===== config.mk =====
export PLATFORM = sky130hd
export DESIGN_NAME = qse_sorter
export DESIGN_NICKNAME = d
export VERILOG_FILES = /design/src/rtl/qse_pkg.sv /design/src/rtl/qse_range_stack.sv /design/src/rtl/qse_sorter.sv
export SDC_FILE = /design/constraint.sdc
export NUM_CORES = 1
export LEC_CHECK = 0
export BUFFER_PORTS_ARGS = -buffer_cell sky130_fd_sc_hd__buf_2
export CORE_ASPECT_RATIO = 1.5
export CORE_MARGIN = 1
export CORE_UTILIZATION = 60
export DETAILED_ROUTE_END_ITERATION = 10
export GPL_ROUTABILITY_DRIVEN = 0
export GPL_TIMING_DRIVEN = 0
export HOLD_SLACK_MARGIN = 0.06
export PLACE_DENSITY = 0.8
export SLEW_MARGIN = 20
export SYNTH_ARGS = -nofsm -noshare
export SYNTH_HDL_FRONTEND = slang
export SYNTH_SLANG_ARGS = --single-unit

===== constraint.sdc =====
create_clock -name clk -period 5.63 [get_ports clk]
set_input_delay 0.2815 -clock clk [delete_from_list [all_inputs] [get_ports clk]]
set_output_delay 0.2815 -clock clk [all_outputs]
set_load 0.02 [all_outputs]

===== src/rtl/qse_pkg.sv =====
// Shared types and constants for the quicksort engine.
// No dependencies; quicksort_engine_core and qse_sorter import this package.
package qse_pkg;

    localparam int VALUE_W   = 32;   // element value field on both streams
    localparam int INDEX_W   = 10;   // read index field
    localparam int TOTAL_W   = 11;   // element_total result field
    localparam int SWAP_W    = 19;   // swap_count result field
    localparam int PASS_W    = 20;   // internal pass counter, wraps
    localparam int S_TDATA_W = 48;   // value + index, padded to bytes
    localparam int M_TDATA_W = 64;   // result fields, padded to bytes

    localparam logic MODE_LOAD = 1'b0;
    localparam logic MODE_READ = 1'b1;

    // Status from the sort sequencer back to the stream front end
    typedef struct packed {
        logic busy;   // sequencer is running a sort
        logic pass;   // one element passed the pivot test this cycle
    } sort_stat_t;

endpackage


===== src/rtl/qse_range_stack.sv =====
// Stack of pending {lo, hi} ranges that replaces recursion in the sort.
// No package dependency; slots are scratch and are not reset.
module qse_range_stack #(
    parameter int AW = 10
) (
    input  logic          clk,
    input  logic          rst_n,
    input  logic          push,
    input  logic          pop,
    input  logic [AW-1:0] push_lo,
    input  logic [AW-1:0] push_hi,
    output logic [AW-1:0] top_lo,
    output logic [AW-1:0] top_hi,
    output logic          empty
);

    // The larger side is always stacked, so the depth never exceeds log2 of the set size
    localparam int DEPTH = AW + 1;
    localparam int IW    = $clog2(DEPTH);
    localparam int SPW   = $clog2(DEPTH + 1);

    logic [2*AW-1:0] slot_reg [DEPTH];
    logic [SPW-1:0]  sp_reg;
    logic [SPW-1:0]  sp_m1;

    assign sp_m1             = sp_reg - 1'b1;
    assign {top_lo, top_hi}  = slot_reg[sp_m1[IW-1:0]];
    assign empty             = (sp_reg == '0);

    always_ff @(posedge clk or negedge rst_n)
    begin
        if (!rst_n)
        begin
            sp_reg <= '0;
        end
        else if (push)
        begin
            sp_reg <= sp_reg + 1'b1;
        end
        else if (pop)
        begin
            sp_reg <= sp_m1;
        end
    end

    always_ff @(posedge clk)
    begin
        if (push)
        begin
            slot_reg[sp_reg[IW-1:0]] <= {push_lo, push_hi};
        end
    end

`ifndef SYNTHESIS
    a_push_fits: assert property (@(posedge clk) disable iff (!rst_n)
        push |-> (sp_reg < SPW'(DEPTH)))
        else $error("range stack pushed while full");
`endif

endmodule


===== src/rtl/qse_sorter.sv =====
// Sort sequencer: Lomuto partitioning over the element store with one shared
// signed compare, driving the RAM ports and the range stack. Uses qse_pkg.
module qse_sorter #(
    parameter int DATA_WIDTH = 32,
    parameter int AW         = 10,
    parameter int CW         = 11
) (
    input  logic                         clk,
    input  logic                         rst_n,
    input  logic                         start,
    input  logic [CW-1:0]                count,
    input  logic signed [DATA_WIDTH-1:0] rd_a,
    input  logic signed [DATA_WIDTH-1:0] rd_b,
    output logic                         re,
    output logic [AW-1:0]                ra,
    output logic [AW-1:0]                rb,
    output logic                         we,
    output logic [AW-1:0]                wa,
    output logic signed [DATA_WIDTH-1:0] wd,
    output qse_pkg::sort_stat_t          stat
);
    import qse_pkg::*;

    localparam logic [3:0] S_IDLE = 4'd0;
    localparam logic [3:0] S_PIV  = 4'd1;   // fetch pivot at hi
    localparam logic [3:0] S_PIVW = 4'd2;   // latch pivot, seed i and j
    localparam logic [3:0] S_RD   = 4'd3;   // fetch elements at j and i
    localparam logic [3:0] S_CMP  = 4'd4;   // pivot test, write store[i]
    localparam logic [3:0] S_SWJ  = 4'd5;   // finish swap, write store[j]
    localparam logic [3:0] S_FIN  = 4'd6;   // fetch store[i] and pivot slot
    localparam logic [3:0] S_FSW1 = 4'd7;   // write pivot into place
    localparam logic [3:0] S_FSW2 = 4'd8;   // write store[i] to hi, pick next range
    localparam logic [3:0] S_POP  = 4'd9;   // take a stacked range or finish

    logic [3:0]                   state_reg, state_next;
    logic [AW-1:0]                lo_reg, hi_reg, i_reg, j_reg;
    logic signed [DATA_WIDTH-1:0] pivot_reg;

    logic [AW-1:0] i_inc, j_inc, i_dec;
    logic [AW-1:0] left_sz, right_sz;
    logic [CW-1:0] cnt_m1;
    logic          passes, left_small, left_go, right_go, cont;
    logic          push, pop, stk_empty;
    logic [AW-1:0] push_lo, push_hi, top_lo, top_hi;

    assign i_inc      = i_reg + 1'b1;
    assign j_inc      = j_reg + 1'b1;
    assign i_dec      = i_reg - 1'b1;
    assign cnt_m1     = count - 1'b1;
    assign passes     = (rd_a <= pivot_reg);
    assign left_sz    = i_reg - lo_reg;
    assign right_sz   = hi_reg - i_reg;
    assign left_small = (left_sz < right_sz);
    assign left_go    = (left_sz > AW'(1));
    assign right_go   = (right_sz > AW'(1));
    assign cont       = left_small ? left_go : right_go;

    // Stack the larger side, keep working on the smaller one
    assign push    = (state_reg == S_FSW2) && (left_small ? right_go : left_go);
    assign push_lo = left_small ? i_inc : lo_reg;
    assign push_hi = left_small ? hi_reg : i_dec;
    assign pop     = (state_reg == S_POP) && !stk_empty;

    qse_range_stack #(
        .AW (AW)
    ) u_stack (
        .clk     (clk),
        .rst_n   (rst_n),
        .push    (push),
        .pop     (pop),
        .push_lo (push_lo),
        .push_hi (push_hi),
        .top_lo  (top_lo),
        .top_hi  (top_hi),
        .empty   (stk_empty)
    );

    always_comb
    begin
        re = 1'b0;
        ra = i_reg;
        rb = hi_reg;
        we = 1'b0;
        wa = i_reg;
        wd = rd_a;
        case (state_reg)
            S_PIV:
            begin
                re = 1'b1;
                ra = hi_reg;
            end
            S_RD:
            begin
                re = 1'b1;
                ra = j_reg;
                rb = i_reg;
            end
            S_FIN:
            begin
                re = 1'b1;
            end
            S_CMP:
            begin
                we = passes;
            end
            S_SWJ:
            begin
                we = 1'b1;
                wa = j_reg;
                wd = rd_b;
            end
            S_FSW1:
            begin
                we = 1'b1;
                wd = rd_b;
            end
            S_FSW2:
            begin
                we = 1'b1;
                wa = hi_reg;
            end
            default:
            begin
                re = 1'b0;
            end
        endcase
    end

    always_comb
    begin
        state_next = state_reg;
        case (state_reg)
            S_IDLE:
            begin
                if (start && (count > CW'(1)))
                begin
                    state_next = S_PIV;
                end
            end
            S_PIV:  state_next = S_PIVW;
            S_PIVW: state_next = S_RD;
            S_RD:   state_next = S_CMP;
            S_CMP:
            begin
                if (passes)
                begin
                    state_next = S_SWJ;
                end
                else if (j_inc == hi_reg)
                begin
                    state_next = S_FIN;
                end
                else
                begin
                    state_next = S_RD;
                end
            end
            S_SWJ:  state_next = (j_inc == hi_reg) ? S_FIN : S_RD;
            S_FIN:  state_next = S_FSW1;
            S_FSW1: state_next = S_FSW2;
            S_FSW2: state_next = cont ? S_PIV : S_POP;
            S_POP:  state_next = stk_empty ? S_IDLE : S_PIV;
            default: state_next = S_IDLE;
        endcase
    end

    always_ff @(posedge clk or negedge rst_n)
    begin
        if (!rst_n)
        begin
            state_reg <= S_IDLE;
        end
        else
        begin
            state_reg <= state_next;
        end
    end

    // Range and scan indices and the pivot; pure datapath, no reset
    always_ff @(posedge clk)
    begin
        case (state_reg)
            S_IDLE:
            begin
                lo_reg <= '0;
                hi_reg <= cnt_m1[AW-1:0];
            end
            S_PIVW:
            begin
                pivot_reg <= rd_a;
                i_reg     <= lo_reg;
                j_reg     <= lo_reg;
            end
            S_CMP:
            begin
                if (!passes)
                begin
                    j_reg <= j_inc;
                end
            end
            S_SWJ:
            begin
                i_reg <= i_inc;
                j_reg <= j_inc;
            end
            S_FSW2:
            begin
                if (left_small)
                begin
                    hi_reg <= i_dec;
                end
                else
                begin
                    lo_reg <= i_inc;
                end
            end
            S_POP:
            begin
                lo_reg <= top_lo;
                hi_reg <= top_hi;
            end
            default:
            begin
                pivot_reg <= pivot_reg;
            end
        endcase
    end

    assign stat.busy = (state_reg != S_IDLE);
    assign stat.pass = (state_reg == S_CMP) && passes;

`ifndef SYNTHESIS
    a_scan_order: assert property (@(posedge clk) disable iff (!rst_n)
        (state_reg == S_RD || state_reg == S_CMP || state_reg == S_SWJ)
        |-> (i_reg <= j_reg) && (j_reg < hi_reg))
        else $error("partition scan indices out of order");

    a_range_nonempty: assert property (@(posedge clk) disable iff (!rst_n)
        (state_reg == S_PIV) |-> (lo_reg < hi_reg))
        else $error("partition started on a range of fewer than two elements");
`endif

endmodule

==> impl_metrics.sql, run 1 <==
INSERT INTO impl_metrics (metric_group, metric, value, unit) VALUES
('run_status', 'status', 'complete, no violations', ''),
('synth', 'post_synthesis_adder_cell_area_fraction', '0.0571', ''),
('place', 'placement.setup.worst_slack', '-0.282', 'ns'),
('global_routing', 'grt_pass1_vias', '11100', ''),
('timing', 'setup_violations', '0', ''),
('synth', 'synth_cell_types', '67', ''),
('floorplan', 'floorplan.core_area', '25300', 'um^2'),
('critical_path', 'critPathMaxStageDelay', '0.60', 'ns'),
('synth', 'synthXorXnorAreaFrac', '0.0341', ''),
('timing', 'worst_pin_slew', '0.983', 'ns'),
('critical_path', 'reg_to_reg_endpoint', 'u_stack.slot_reg[8][8]$_DFFE_PP_', ''),
('final_layout', 'final_util', '0.712', ''),
('synth', 'netlist_instances', '1224', ''),
('final_layout', 'layout.cells.most_common_list', 'edfxtp_1, buf_2, nor2_1', ''),
('critical_path', 'critical_path_fanout_max', '20', ''),
('global_routing', 'grt_first_pass_wirelength', '60700', 'um'),
('global_routing', 'antenna_found_initial', '0', ''),
('timing', 'layout_min_cycle_time', '5.43', 'ns'),
('critical_path', 'timing.reg2reg.worst_path_depth', '19', ''),
('global_routing', 'grt_max_degree', '33', ''),
('critical_path', 'list_of_cells_traversed_by_the_critical_path', 'clkbuf_1 > inv_1 > ha_1 > inv_1 > fa_1 > a211oi_2 > nor2_1 > o31ai_2 > xnor2_1 > ha_1 > o21a_1 > o21ai_1 > inv_1 > o21ai_2 > nor3b_1 > and4bb_1 > nor3_2 > buf_2 > and3_2', ''),
('detailed_routing', 'firstDrtPassIters', '6', ''),
('synth', 'synth-edff-count', '292', ''),
('clocking', 'clock_tree.root_cell', 'clkbuf_16', ''),
('final_layout', 'final_layout_size_suffix_gt1_frac', '0.213', ''),
('synth', 'synth.mux.area_fraction', '0.124', ''),
('detailed_routing', 'vias_per_cell', '6.25', ''),
('critical_path', 'worstPathArrival', '5.60', 'ns'),
('critical_path', 'criticalPathCategory', 'reg -> reg', ''),
('timing', 'unrepaired_setup_endpoints_after_global_routing', 'true', ''),
('clocking', 'clockBufferDepth', '3', ''),
('final_layout', 'syn2layout_area_growth', '15.5', '%'),
('timing', 'final.setup.worst_slack', '0.202', 'ns'),
('timing', 'final_max_slew_viol_count', '0', ''),
('timing', 'hold_viol_final', '0', ''),
('clocking', 'cts_tree', 'built', ''),
('critical_path', 'worst_ep_required_time', '5.80', 'ns'),
('synth', 'synth-async-reset-ratio', '0.0267', ''),
('place', 'dp.final_hpwl', '27600', 'um'),
('final_layout', 'multi_input_area', '6190', 'um^2'),
('floorplan', 'die_w', '134', 'um'),
('global_routing', 'grt_use_total', '0.300', ''),
('critical_path', 'startpoint_type', 'flip-flop', ''),
('timing', 'worst_slew_margin_rel', '0.326', ''),
('hold_path', 'hold_class', 'in -> async', ''),
('critical_path', 'r2r_slack', '0.20', 'ns'),
('critical_path', 'slowest_stage', 'and3_2', ''),
('floorplan', 'chip_height', '200', 'um'),
('clocking', 'tritoncts.num_buffers', '27', ''),
('final_layout', 'sequential_cell_area_in_the_final_layout', '8970', 'um^2'),
('clocking', 'clock-sinks', '300', ''),
('timing', 'fin_skew', '0.0109', 'ns'),
('detailed_routing', 'detail_route.drc_violations', '0', ''),
('detailed_routing', 'routedWlPerCell', '22.5', 'um'),
('clocking', 'clk_pin_slew', '0.07', 'ns'),
('floorplan', 'initial_utilization', '0.617', ''),
('detailed_routing', 'vias', '11100', ''),
('synth', 'postSynth.topFlopCell', 'edfxtp_1', ''),
('critical_path', 'cp-end-kind', 'flip-flop', ''),
('timing', 'max_freq', '0.184', 'GHz'),
('synth', 'synthSimpleGateAreaFrac', '0.0920', ''),
('flow_run', 'timing.max_cap.violations', '0', ''),
('critical_path', 'cp.buffers_inverters', '5', ''),
('synth', 'dominant_combinational_cell_family_by_area_after_synthesis', 'multiplexers', ''),
('synth', 'syn_area', '15600', 'um^2'),
('synth', 'synth-compound-area-share', '0.0855', ''),
('critical_path', 'critical_path.top_delay_family', 'simple AND/OR/NAND/NOR gates', ''),
('floorplan', 'die_area', '26700', 'um^2'),
('synth', 'synth_nets', '1372', ''),
('synth', 'synth_sequential_area_ratio', '0.574', ''),
('final_layout', 'final_common_cell', 'edfxtp_1', '');
per-layer routing:
| layer | GRT usage | wire length [um] | part of all wire | up-vias |
|---|---|---|---|---|
| met2 | 0.557 | 21100 | 0.53 | 554 |
| li1 | - | - | - | 5022 |
| met5 | 0 | 0 | 0 | - |
| met1 | 0.332 | 14400 | 0.36 | 5389 |
| met3 | 0.0358 | 2360 | 0.059 | 140 |
| met4 | 0.164 | 2050 | 0.051 | 0 |
stage by stage:
stage	std cells	area (um^2)	hold WS, ns
3_5_place_dp	1695	16700	0.148
2_1_floorplan	1224	15600	-0.0141
4_1_cts	1776	18000	0.139
3_3_place_gp	1695	16700	0.153
5_1_grt	1776	18000	0.158
6_report	1776	18000	0.149
repair_timing:
item / in CTS / in global routing
setup endpoints to repair: 205 / 330
hold buffers: 33 / 0
gates resized for setup: 6 / 18
setup buffers: 0 / 0
endpoints found under the hold margin: 40 / 0
logic make-up after synthesis:
| family | Yosys count |
|---|---|
| buffers and inverters | 132 |
| DFF | 300 |
| adders and majority gates | 70 |
| AOI/OAI and AO/OA | 221 |
| and+or+nand+nor | 303 |
| muxes | 138 |
| xor gates and xnor gates | 60 |
how the worst max path moves through the flow:
stage / start / to / slack, ns / cells past startpoint
2_1_floorplan: i_reg[3]$_DFFE_PP_ / u_stack.slot_reg[4][0]$_DFFE_PP_ / 1.05 / 18
3_3_place_gp: i_reg[3]$_DFFE_PP_ / u_stack.slot_reg[6][8]$_DFFE_PP_ / -0.32 / 18
3_5_place_dp: i_reg[3]$_DFFE_PP_ / u_stack.slot_reg[8][8]$_DFFE_PP_ / -0.28 / 18
4_1_cts: i_reg[3]$_DFFE_PP_ / u_stack.slot_reg[4][4]$_DFFE_PP_ / 0.15 / 18
5_1_grt: i_reg[0]$_DFFE_PP_ / u_stack.slot_reg[9][15]$_DFFE_PP_ / -0.04 / 19
6_report: i_reg[0]$_DFFE_PP_ / u_stack.slot_reg[8][8]$_DFFE_PP_ / 0.20 / 19
layout make-up:
type / instances / share of cell area
Clock inverter: 19 / 0.0119
Timing Repair Buffer: 176 / 0.0580
Buffer: 61 / 0.0136
Multi-Input combinational cell: 792 / 0.343
Inverter: 71 / 0.0148
Clock buffer: 29 / 0.0379
Sequential cell: 300 / 0.498
Tap cell: 328 / 0.0228
synth_stat cells, types with 21 or more instances:
cell type | number | area, um^2
mux2i_1 | 51 | 510
a21oi_1 | 96 | 480
mux2_2 | 47 | 529
nor2_1 | 113 | 424
ha_1 | 68 | 851
xnor2_1 | 38 | 333
edfxtp_1 | 292 | 8770
xor2_1 | 21 | 184
inv_1 | 69 | 259
clkbuf_1 | 41 | 154
nand2_1 | 84 | 315
mux4_2 | 40 | 901
o21ai_0 | 34 | 170
Power of run 1 is left out: the tool's default activity adds up to more than one toggle a clock period on the data nets, which glitch-free logic cannot reach.
==> run 2: changes to the inputs <==
--- a/config.mk
+++ b/config.mk
@@ -9,6 +9,7 @@
 export CORE_ASPECT_RATIO = 1.5
 export CORE_MARGIN = 1
 export CORE_UTILIZATION = 60
+export CTS_CLUSTER_SIZE = 40
 export DETAILED_ROUTE_END_ITERATION = 10
 export GPL_ROUTABILITY_DRIVEN = 0
 export GPL_TIMING_DRIVEN = 0
@@ -17,4 +18,5 @@
 export SLEW_MARGIN = 20
 export SYNTH_ARGS = -nofsm -noshare
 export SYNTH_HDL_FRONTEND = slang
+export SYNTH_HIERARCHICAL = 1
 export SYNTH_SLANG_ARGS = --single-unit
==> run 2 against run 1 <==
- clock skew is 0.0029 ns higher
- fmax grew 1.0%
- register-to-register slack better by 0.05 ns
- die area rose by 2.9%
- largest cell class unchanged
==> impl_metrics.sql, run 2 <==
INSERT INTO impl_metrics (metric_group, metric, value, unit) VALUES
('final_layout', 'largest_register_ffs', '220', ''),
('synth', 'synth-compound-area-share', '0.114', ''),
('clocking', 'tritoncts.num_buffers', '27', ''),
('global_routing', 'grt_first_pass_wirelength', '63300', 'um'),
('synth', 'post_synthesis_adder_cell_area_fraction', '0.0562', ''),
('synth', 'synth_top_cells_by_count', 'edfxtp_1, mux2i_1, nor2_1', ''),
('synth', 'synth_sequential_area_ratio', '0.558', ''),
('synth', 'synth_cell_types', '77', ''),
('flow_run', 'timing.max_cap.violations', '0', ''),
('timing', 'worst_pin_slew', '1.12', 'ns'),
('critical_path', 'worst_ep_required_time', '5.89', 'ns'),
('critical_path', 'worstPathArrival', '5.63', 'ns'),
('detailed_routing', 'vias_per_cell', '6.32', ''),
('clocking', 'cts_htree_levels', '1', ''),
('synth', 'synth-async-reset-ratio', '0.0267', ''),
('final_layout', 'multi_input_area', '6540', 'um^2'),
('final_layout', 'sequential_cell_area_in_the_final_layout', '8970', 'um^2'),
('synth', 'postSynth.topFlopCell', 'edfxtp_1', ''),
('floorplan', 'die_area', '27400', 'um^2'),
('global_routing', 'met3_usage_grt', '0.0650', ''),
('synth', 'synthMostInstantiatedCell', 'edfxtp_1', ''),
('global_routing', 'grt_max_degree', '33', ''),
('critical_path', 'criticalPathCategory', 'reg -> reg', ''),
('timing', 'fin_skew', '0.0138', 'ns'),
('timing', 'setup_violations', '0', ''),
('critical_path', 'r2r_slack', '0.26', 'ns'),
('global_routing', 'grt_util_met2', '0.543', ''),
('critical_path', 'cp-end-kind', 'flip-flop', ''),
('critical_path', 'startpoint_type', 'flip-flop', ''),
('detailed_routing', 'routedWlPerCell', '23.0', 'um'),
('synth', 'seq_cells_post_synth', '300', ''),
('detailed_routing', 'firstDrtPassIters', '5', ''),
('final_layout', 'final_net_count', '1641', ''),
('synth', 'avgSynthCellArea', '12.7', 'um^2'),
('detailed_routing', 'antenna_left', '0', ''),
('final_layout', 'antennaDiodeCount', '0', ''),
('floorplan', 'die_w', '136', 'um'),
('clocking', 'clockBufferDepth', '3', ''),
('timing', 'max_freq', '0.186', 'GHz'),
('final_layout', 'layout.cells.most_common_list', 'edfxtp_1, buf_2, mux2i_1', ''),
('final_layout', 'final_common_cell', 'edfxtp_1', ''),
('detailed_routing', 'drt_wl_total', '42600', 'um'),
('synth', 'synth.mux.area_fraction', '0.107', ''),
('floorplan', 'floorplan.io_pins', '144', ''),
('critical_path', 'critical_path_fanout_max', '9', ''),
('synth', 'synthXorXnorAreaFrac', '0.0371', ''),
('floorplan', 'initial_utilization', '0.609', ''),
('global_routing', 'remaining_global_route_overflow', '0', ''),
('final_layout', 'final_util', '0.706', ''),
('global_routing', 'grt_pass1_vias', '11800', ''),
('synth', 'netlist.top_cell.by_area', 'edfxtp_1', ''),
('final_layout', 'syn2layout_area_growth', '16.0', '%'),
('global_routing', 'use_met1', '0.336', ''),
('global_routing', 'antenna_found_initial', '1', ''),
('clocking', 'clock-sinks', '300', ''),
('synth', 'netlist_instances', '1269', ''),
('detailed_routing', 'detailedRoute.firstIterationViolations', '995', ''),
('final_layout', 'final_layout_size_suffix_gt1_frac', '0.233', ''),
('synth', 'synthSimpleGateAreaFrac', '0.0874', ''),
('synth', 'syn_area', '16100', 'um^2'),
('global_routing', 'grt_use_total', '0.312', ''),
('clocking', 'worstSkewPairLatency', '0.55', 'ns'),
('synth', 'synth_warnings', '6', ''),
('global_routing', 'grt-busiest-layer', 'met2', ''),
('timing', 'unrepaired_setup_endpoints_after_global_routing', 'false', ''),
('timing', 'fin_crit_sh', '0.954', ''),
('timing', 'worst_slew_margin_rel', '0.249', ''),
('clocking', 'clk_pin_slew', '0.07', 'ns'),
('final_layout', 'layout.filler_cells', '1734', ''),
('synth', 'synth_largest_type_area_fraction', '0.546', ''),
('floorplan', 'floorplan.core_area', '26400', 'um^2'),
('timing', 'hold_viol_final', '0', ''),
('synth', 'synth-edff-count', '292', ''),
('clocking', 'clock_tree.root_cell', 'clkbuf_16', ''),
('timing', 'final_max_slew_viol_count', '0', ''),
('place', 'dp.final_hpwl', '29000', 'um'),
('place', 'io_buffer_count', '143', ''),
('run_status', 'status', 'complete, no violations', ''),
('synth', 'netlist_top_cells_area', 'edfxtp_1, mux2i_1, ha_1', ''),
('hold_path', 'hold_class', 'in -> async', ''),
('synth', 'synth_nets', '1418', ''),
('detailed_routing', 'detail_route.drc_violations', '0', ''),
('detailed_routing', 'vias', '11700', ''),
('synth', 'dominant_combinational_cell_family_by_area_after_synthesis', 'compound AO/OA/AOI/OAI gates', ''),
('timing', 'layout_min_cycle_time', '5.37', 'ns'),
('floorplan', 'chip_height', '202', 'um'),
('clocking', 'cts_tree', 'built', ''),
('floorplan', 'row_count', '73', '');
run 2: metal layers:
metal | part of all wire | vias up
li1 | - | 5248
met3 | 0.075 | 179
met4 | 0.068 | 2
met5 | 0.00031 | -
met1 | 0.35 | 5615
met2 | 0.51 | 652
run 2: final cells by class:
cell class	count	area share
Buffer	68	0.0199
Inverter	73	0.0149
Clock inverter	19	0.0114
Timing Repair Buffer	191	0.0622
Clock buffer	31	0.0370
Sequential cell	300	0.481
Tap cell	337	0.0226
Multi-Input combinational cell	831	0.351
run 2: repair_timing:
item                                    4_1_cts  5_1_grt
hold endpoints to repair                     40        0
cloned                                        0        3
buffers inserted                              2        7
endpoints found under the setup margin      211      214
pin swaps                                     1        4
resized for setup                            10       12
hold buffers                                 33        0
run 2: critical path: stages (launching register included):
cell and delay (ns):
edfxtp_1 0.63, ha_1 0.38, nor2b_1 0.15, o2111a_1 0.26, o31ai_1 0.37, a21oi_1 0.17
xnor2_1 0.21, ha_1 0.34, o211a_1 0.18, nand3_1 0.09, a211oi_1 0.25, o22a_1 0.20
buf_2 0.29, inv_1 0.18, nand4_1 0.13, o311a_2 0.32, nand2_1 0.24, nor3_4 0.26
buf_4 0.23, buf_4 0.20
run 2: final timing paths:
path,cells after the start,end,startpoint
min in group clk,2,hi_reg[0]$_DFFE_PP_,count[0]
max in group asynchronous,2,u_stack/sp_reg[0]$_DFFE_PN0P_,rst_n
hold reg to reg,2,i_reg[2]$_DFFE_PP_,lo_reg[2]$_DFFE_PP_
hold / removal,2,state_reg[2]$_DFFE_PN0P_,rst_n
setup / recovery,19,u_stack/slot_reg[1][4]$_DFFE_PP_,hi_reg[1]$_DFFE_PP_
setup reg to reg,19,u_stack/slot_reg[1][4]$_DFFE_PP_,hi_reg[1]$_DFFE_PP_
run 2: kinds of logic (layout without fill, tap and decap cells):
| family | after synthesis | after routing |
|---|---|---|
| multiplexers | 165 | 165 |
| flip-flops | 300 | 300 |
| AND/OR/NAND/NOR | 287 | 290 |
| XOR/XNOR | 60 | 60 |
| adder cells (fa/ha/maj) | 71 | 71 |
| AO/OA/AOI/OAI | 245 | 245 |
| buffers and inverters | 141 | 382 |
run 2: per-stage QoR:
stage                     instance area [um^2]  hold slack [ns]  setup WS, ns  TNS [ns]  instances
after floorplan                          16100          -0.0141         0.239         0       1269
after global placement                   17200            0.153         -1.93   -160.36       1749
final                                    18600            0.147         0.257         0       1850
after global routing                     18600            0.121        0.0582         0       1850
after detailed placement                 17300            0.149        -0.564    -76.69       1755
after CTS                                18500            0.116        0.0292         0       1840
Power of run 2 is left out for the same reason.
